==> src/gn3_pkg.sv <==
// ----------------------------------------------------------------------------
// gn3_pkg
// Shared constants, tables and helper functions for the 3D gradient noise
// pipeline.
// ----------------------------------------------------------------------------
`default_nettype none

package gn3_pkg;

	// Default number of fraction bits in a coordinate.
	localparam int FRAC_BITS_DEF = 16;

	// Coordinate and result widths.
	localparam int COORD_W = 32;
	localparam int NOISE_W = 16;

	// Internal fraction is unsigned Q0.16.
	localparam int IQ = 16;

	// Width of an interpolated value (signed Q.16) and of a corner dot product.
	localparam int VAL_W = 24;
	localparam int DOT_W = 19;

	// Fade polynomial coefficients.
	localparam int FADE_A = 6;
	localparam int FADE_B = 15;
	localparam int FADE_C = 10;

	// Gradient count.
	localparam int GRAD_COUNT = 12;

	// Fixed permutation table.
	localparam logic [7:0] PERM [256] = '{
		8'd151, 8'd160, 8'd137, 8'd91,  8'd90,  8'd15,  8'd131, 8'd13,
		8'd201, 8'd95,  8'd96,  8'd53,  8'd194, 8'd233, 8'd7,   8'd225,
		8'd140, 8'd36,  8'd103, 8'd30,  8'd69,  8'd142, 8'd8,   8'd99,
		8'd37,  8'd240, 8'd21,  8'd10,  8'd23,  8'd190, 8'd6,   8'd148,
		8'd247, 8'd120, 8'd234, 8'd75,  8'd0,   8'd26,  8'd197, 8'd62,
		8'd94,  8'd252, 8'd219, 8'd203, 8'd117, 8'd35,  8'd11,  8'd32,
		8'd57,  8'd177, 8'd33,  8'd88,  8'd237, 8'd149, 8'd56,  8'd87,
		8'd174, 8'd20,  8'd125, 8'd136, 8'd171, 8'd168, 8'd68,  8'd175,
		8'd74,  8'd165, 8'd71,  8'd134, 8'd139, 8'd48,  8'd27,  8'd166,
		8'd77,  8'd146, 8'd158, 8'd231, 8'd83,  8'd111, 8'd229, 8'd122,
		8'd60,  8'd211, 8'd133, 8'd230, 8'd220, 8'd105, 8'd92,  8'd41,
		8'd55,  8'd46,  8'd245, 8'd40,  8'd244, 8'd102, 8'd143, 8'd54,
		8'd65,  8'd25,  8'd63,  8'd161, 8'd1,   8'd216, 8'd80,  8'd73,
		8'd209, 8'd76,  8'd132, 8'd187, 8'd208, 8'd89,  8'd18,  8'd169,
		8'd200, 8'd196, 8'd135, 8'd130, 8'd116, 8'd188, 8'd159, 8'd86,
		8'd164, 8'd100, 8'd109, 8'd198, 8'd173, 8'd186, 8'd3,   8'd64,
		8'd52,  8'd217, 8'd226, 8'd250, 8'd124, 8'd123, 8'd5,   8'd202,
		8'd38,  8'd147, 8'd118, 8'd126, 8'd255, 8'd82,  8'd85,  8'd212,
		8'd207, 8'd206, 8'd59,  8'd227, 8'd47,  8'd16,  8'd58,  8'd17,
		8'd182, 8'd189, 8'd28,  8'd42,  8'd223, 8'd183, 8'd170, 8'd213,
		8'd119, 8'd248, 8'd152, 8'd2,   8'd44,  8'd154, 8'd163, 8'd70,
		8'd221, 8'd153, 8'd101, 8'd155, 8'd167, 8'd43,  8'd172, 8'd9,
		8'd129, 8'd22,  8'd39,  8'd253, 8'd19,  8'd98,  8'd108, 8'd110,
		8'd79,  8'd113, 8'd224, 8'd232, 8'd178, 8'd185, 8'd112, 8'd104,
		8'd218, 8'd246, 8'd97,  8'd228, 8'd251, 8'd34,  8'd242, 8'd193,
		8'd238, 8'd210, 8'd144, 8'd12,  8'd191, 8'd179, 8'd162, 8'd241,
		8'd81,  8'd51,  8'd145, 8'd235, 8'd249, 8'd14,  8'd239, 8'd107,
		8'd49,  8'd192, 8'd214, 8'd31,  8'd181, 8'd199, 8'd106, 8'd157,
		8'd184, 8'd84,  8'd204, 8'd176, 8'd115, 8'd121, 8'd50,  8'd45,
		8'd127, 8'd4,   8'd150, 8'd254, 8'd138, 8'd236, 8'd205, 8'd93,
		8'd222, 8'd114, 8'd67,  8'd29,  8'd24,  8'd72,  8'd243, 8'd141,
		8'd128, 8'd195, 8'd78,  8'd66,  8'd215, 8'd61,  8'd156, 8'd180
	};

	// Gradient index: hash mod 12, by a reciprocal multiply and one correction.
	function automatic logic [3:0] grad_index(input logic [7:0] h);
		logic [15:0] prod;
		logic [4:0]  quo;
		logic [8:0]  rem;
		prod = 16'(h) * 16'd171;
		quo  = prod[15:11];
		rem  = 9'(h) - 9'(quo) * 9'(GRAD_COUNT);
		if (rem >= 9'(GRAD_COUNT)) begin
			rem = rem - 9'(GRAD_COUNT);
		end
		return rem[3:0];
	endfunction

	// Dot product of one of the GRAD_COUNT edge gradients with a corner offset.
	function automatic logic signed [DOT_W-1:0] grad_dot(
		input logic [3:0]         gi,
		input logic signed [16:0] dx,
		input logic signed [16:0] dy,
		input logic signed [16:0] dz
	);
		logic signed [DOT_W-1:0] x;
		logic signed [DOT_W-1:0] y;
		logic signed [DOT_W-1:0] z;
		logic signed [DOT_W-1:0] d;
		x = DOT_W'(dx);
		y = DOT_W'(dy);
		z = DOT_W'(dz);
		case (gi)
			4'd0:    d =  x + y;
			4'd1:    d = -x + y;
			4'd2:    d =  x - y;
			4'd3:    d = -x - y;
			4'd4:    d =  x + z;
			4'd5:    d = -x + z;
			4'd6:    d =  x - z;
			4'd7:    d = -x - z;
			4'd8:    d =  y + z;
			4'd9:    d = -y + z;
			4'd10:   d =  y - z;
			4'd11:   d = -y - z;
			default: d = '0;
		endcase
		return d;
	endfunction

endpackage

`default_nettype wire

==> src/gn3_fade.sv <==
// ----------------------------------------------------------------------------
// gn3_fade
// Pipelined quintic fade 6t^5 - 15t^4 + 10t^3 in Horner form, one multiply
// per stage, rounding half up after each product.
// ----------------------------------------------------------------------------
`default_nettype none

module gn3_fade (
	input  wire logic                clk,
	input  wire logic                en,
	input  wire logic [15:0]         frac,
	output logic signed [17:0]       fade
);

	localparam int R_W = 22;
	localparam int P_W = 40;

	// Round a Q.32 product back to Q.16, half up.
	function automatic logic signed [R_W-1:0] rnd(input logic signed [P_W-1:0] p);
		logic signed [P_W-1:0] s;
		s = (p + P_W'(32'sd32768)) >>> gn3_pkg::IQ;
		return s[R_W-1:0];
	endfunction

	logic signed [17:0]    t_s1;
	logic signed [R_W-1:0] r0;
	logic signed [R_W-1:0] r1;
	logic signed [R_W-1:0] r2;
	logic signed [R_W-1:0] r3;
	logic signed [R_W-1:0] r4;
	logic signed [17:0]    t_s2;
	logic signed [17:0]    t_s3;
	logic signed [17:0]    t_s4;
	logic signed [P_W-1:0] p_s2;
	logic signed [P_W-1:0] p_s3;
	logic signed [P_W-1:0] p_s4;
	logic signed [P_W-1:0] p_s5;

	// Horner steps between the product registers.
	always_comb begin
		t_s1 = $signed({2'b00, frac});
		r0 = R_W'(t_s1) * R_W'(gn3_pkg::FADE_A)
			- R_W'(gn3_pkg::FADE_B) * (R_W'(1) <<< gn3_pkg::IQ);
		r1 = rnd(p_s2) + R_W'(gn3_pkg::FADE_C) * (R_W'(1) <<< gn3_pkg::IQ);
		r2 = rnd(p_s3);
		r3 = rnd(p_s4);
		r4 = rnd(p_s5);
		fade = r4[17:0];
	end

	// Product registers, one multiply each.
	always_ff @(posedge clk) begin
		if (en) begin
			p_s2 <= P_W'(t_s1) * P_W'(r0);
			t_s2 <= t_s1;
			p_s3 <= P_W'(t_s2) * P_W'(r1);
			t_s3 <= t_s2;
			p_s4 <= P_W'(t_s3) * P_W'(r2);
			t_s4 <= t_s3;
			p_s5 <= P_W'(t_s4) * P_W'(r3);
		end
	end

endmodule

`default_nettype wire

==> config.mk <==
export PLATFORM = sky130hd
export DESIGN_NAME = gn3_fade
export DESIGN_NICKNAME = d
export VERILOG_FILES = /design/src/gn3_pkg.sv /design/src/gn3_fade.sv
export SDC_FILE = /design/constraint.sdc
export NUM_CORES = 2
export LEC_CHECK = 0
export ABC_AREA = 0
export ABC_CLOCK_PERIOD_IN_PS = 22100
export BUFFER_PORTS_ARGS = -buffer_cell sky130_fd_sc_hd__buf_4
export CAP_MARGIN = 0
export CORE_MARGIN = 2
export CORE_UTILIZATION = 35
export CTS_BUF_LIST = sky130_fd_sc_hd__clkbuf_8 sky130_fd_sc_hd__clkbuf_16
export CTS_CLUSTER_DIAMETER = 120
export DETAILED_ROUTE_END_ITERATION = 10
export GPL_TIMING_DRIVEN = 0
export HOLD_SLACK_MARGIN = 0.06
export PLACE_DENSITY_LB_ADDON = 0.08
export SLEW_MARGIN = 20
export SYNTH_ARGS = -nofsm -noshare
export SYNTH_HDL_FRONTEND = slang
export SYNTH_SLANG_ARGS = --single-unit
==> constraint.sdc <==
create_clock -name clk -period 22.1 [get_ports clk]
set_input_delay 1.105 -clock clk [delete_from_list [all_inputs] [get_ports clk]]
set_output_delay 1.105 -clock clk [all_outputs]
set_load 0.01 [all_outputs]
==> flow_metrics.env <==
export IMPL_global_route_overflow_total=0
export IMPL_initial_core_util=0.353
export IMPL_clk_pin_slew_worst_paths_ps=80
export IMPL_cpPeakStageDelay_ps=660
export IMPL_ys_seq_area_frac=0.0770
export IMPL_portBuffers=35
export IMPL_critPathArrivalTime_ps=12270
export IMPL_place_detailed_hpwl_mm=131
export IMPL_cts_sink_count=136
export IMPL_floorplan_rows=142
export IMPL_rsz0062_at_grt="no"
export IMPL_synth_top_area_cell="fa_1"
export IMPL_setup_worst_path_end_class="flip-flop"
export IMPL_synth_area_per_cell_um2=9.29
export IMPL_r2r_slack_ps=11730
export IMPL_path_buf_inv=8
export IMPL_design_die_area_mm2=0.155
export IMPL_cpMostUsedCell="fa_1"
export IMPL_synth_area_mm2=0.0530
export IMPL_layout_cell_share_with_drive_strength_beyond_1=0.0166
export IMPL_final_cell_area_mm2=0.0565
export IMPL_synthesis_stage_register_bit_count=136
export IMPL_cts_hold_repair_buffers=0
export IMPL_grt_pass1_vias=39400
export IMPL_synth_area_leaders="fa_1 (49%), inv_1 (11%), ha_1 (9.0%), edfxtp_1 (7.7%), nand2_1 (6.2%)"
export IMPL_antenna_violating_nets_post_route=0
export IMPL_die_height_um=393
export IMPL_cp_depth=37
export IMPL_area_growth_synth_to_final_pct=6.50
export IMPL_cts_resized=0
export IMPL_clk_insertion_delay_late_ps=540
export IMPL_setup_viols_final=0
export IMPL_grt_first_pass_wirelength_mm=241
export IMPL_cts_buffers=17
export IMPL_clockBufferDepth=2
export IMPL_post_cts_buffers=0
export IMPL_synth_main_ff_cell="edfxtp_1"
export IMPL_max_cap_violations=0
export IMPL_io_pins=36
export IMPL_timing_final_crit_period_ps=11990
export IMPL_asyncSetResetFlopFracSynth=0
export IMPL_drt_first_pass_iters=5
export IMPL_placement_setup_worst_slack_ps=9620
export IMPL_min_path_cells=0
export IMPL_setup_worst_path_start="frac[2]"
export IMPL_totalWireLength_mm=151
export IMPL_ctsRootBufferMaster="clkbuf_16"
export IMPL_met2_layer_usage_reported_by_global_route=0.305
export IMPL_highest_clock_rate_mhz=83.4
export IMPL_critical_path_slowest_cell="fa_1"
export IMPL_drv_slew=0
export IMPL_layout_setup_ws_ps=10110
export IMPL_crit_end="p_s2[35]"
export IMPL_synth_edf_count=136
export IMPL_grt_usage=0.210
export IMPL_critPathTopFamily="adder cells"
export IMPL_synth_distinct_cells=63
export IMPL_run_status="finished, final reports clean"
export IMPL_mappedNetlistNets=7414
export IMPL_placeableCoreArea_mm2=0.150
export IMPL_timing_worst_setup_path_type="primary input to flip-flop"
export IMPL_fin_setup_tns_ps=0
export IMPL_dr_first_iter_drc_count=2220
export IMPL_top_usage_layer="met1"
export IMPL_fin_crit_sh=0.543
export IMPL_critPathMaxFanout=10
export IMPL_wire_per_inst_um=19.4
export IMPL_critical_path_required_ps=22380
export IMPL_grtUsageMet3=0.0385
export IMPL_clock_skew_ps=22.5
export IMPL_fillers=15500
export IMPL_max_h_tree_level=4
export IMPL_min_delay_path_class="flip-flop to flip-flop"
export IMPL_gpl_final_weighted_congestion=0.856
export IMPL_cp_startpoint_kind="primary input"
export IMPL_hold_viol_final=0
export IMPL_synthCells=5709
export IMPL_tritoncts="yes"
export IMPL_remaining_drc_errors=0
export IMPL_timing_rr_end="p_s3[35]"
export IMPL_finalNetCount=7469
export IMPL_vias_per_cell=4.64
export IMPL_via_count=36200
export IMPL_synth_largest_type_area_fraction=0.493
export IMPL_grt_max_degree=73
export IMPL_max_slew_margin=0.234
export IMPL_yosysWarnings=0
export IMPL_met1_capacity_usage_during_global_routing=0.329
export IMPL_number_of_antenna_violations_at_the_first_check_in_global_routing=14
export IMPL_ff2ff_path_depth=36
export IMPL_dieWidth_um=393
export IMPL_worstMarginPinSlew_ps=1140
export IMPL_critical_path_reg2reg_startpoint="p_s2[15]"
export IMPL_placed_area_mm2=0.0559
==> routing by layer <==
layer | vias to the layer above | wire, µm
met5 | - | 0
met1 | 18800 | 77100
li1 | 16500 | -
met3 | 77 | 9430
met4 | 0 | 1600
met2 | 780 | 62700
==> area by class of cell <==
class	instances	area, µm²	area share
diodes	5	12.5	0.000222
plain buffers	210	798	0.0141
clock buffers	17	425	0.00753
clock inverters	14	135	0.00239
inverters	1571	5900	0.104
multi-input cells	3792	42300	0.749
flip-flops and latches	136	4080	0.0723
well taps	2016	2520	0.0447
repair buffers	36	298	0.00527
==> registers in the layout (all words and copies together), names as in the netlist <==
| register | cells |
|---|---|
| p_s5 | 19 |
| p_s2 | 24 |
| p_s4 | 23 |
| t_s2 | 15 |
| t_s4 | 16 |
| t_s3 | 16 |
| p_s3 | 23 |
==> worst register-to-register path, delay by kind of cell, from the launching register on <==
kind / cells / cell delay (ps)
flops: 1 / 400
xor+xnor: 3 / 1250
buf+inv: 7 / 790
simple gates: 10 / 1910
fa+ha+maj: 9 / 3880
compound gates: 7 / 1910
==> placed cells by master, fill, tap and decap left out, types with 3 or more instances in the layout <==
master     count
a211oi_1      13
a21o_1        38
a21oi_1       58
a221oi_1       3
a31oi_1        9
and2_1       476
and3_1        29
and4_1         5
buf_2          8
buf_4         34
clkbuf_1     202
clkbuf_16     17
clkinv_1       3
clkinv_4       3
diode_2        5
edfxtp_1     136
fa_1        1307
ha_1         380
inv_1       1572
maj3_1         5
nand2_1      881
nand2b_1      19
nand3_1       58
nand4_1       12
nor2_1       112
nor2b_1       23
nor3_1        28
o211a_1        3
o211ai_1       8
o21a_1        20
o21ai_0       28
o21bai_1       7
or2_2          5
or3_1          3
xnor2_1      150
xnor2_2        7
xor2_1        65
==> kinds of logic (layout without fill, tap and decap cells) <==
| group | Yosys count | count (layout) | share of synthesized area |
|---|---|---|---|
| compound gates | 216 | 216 | 0.0275 |
| buf+inv | 1781 | 1848 | 0.126 |
| flops | 136 | 136 | 0.0770 |
| simple gates | 1658 | 1658 | 0.147 |
| mux | 1 | 1 | 0.000189 |
| fa+ha+maj | 1692 | 1692 | 0.584 |
| other cells | 0 | 5 | 0 |
| xor+xnor | 225 | 225 | 0.0377 |
==> cells in the mapped netlist (9+ instances only) <==
library cell and n:
a211oi_1 13, a21o_1 38, a21oi_1 58, a31oi_1 9, and2_1 476, and3_1 29
clkbuf_1 202, edfxtp_1 136, fa_1 1307, ha_1 380, inv_1 1570, nand2_1 881
nand2b_1 19, nand3_1 58, nand4_1 12, nor2_1 112, nor2b_1 23, nor3_1 28
o21a_1 20, o21ai_0 28, xnor2_1 156, xor2_1 66
==> stage by stage <==
step / hold WS [ps] / util / instances
2_1_floorplan: 461 / - / 5709
3_3_place_gp: 625 / 0.372 / 7760
3_5_place_dp: 630 / 0.372 / 7761
4_1_cts: 645 / 0.376 / 7792
5_1_grt: 670 / 0.376 / 7792
6_report: 654 / 0.376 / 7797
==> worst min path at each step <==
stage | slack (ps) | startpoint | endpoint
floorplan | 460 | t_s2[1] | t_s3[1]
global placement | 630 | t_s2[13] | t_s3[13]
detailed placement | 630 | t_s2[13] | t_s3[13]
CTS | 650 | t_s2[13] | t_s3[13]
global route | 670 | t_s2[13] | t_s3[13]
finish | 650 | t_s2[7] | t_s3[7]
Power is left out: the tool's default activity adds up to more than one toggle a clock period on the data nets, which glitch-free logic cannot reach.
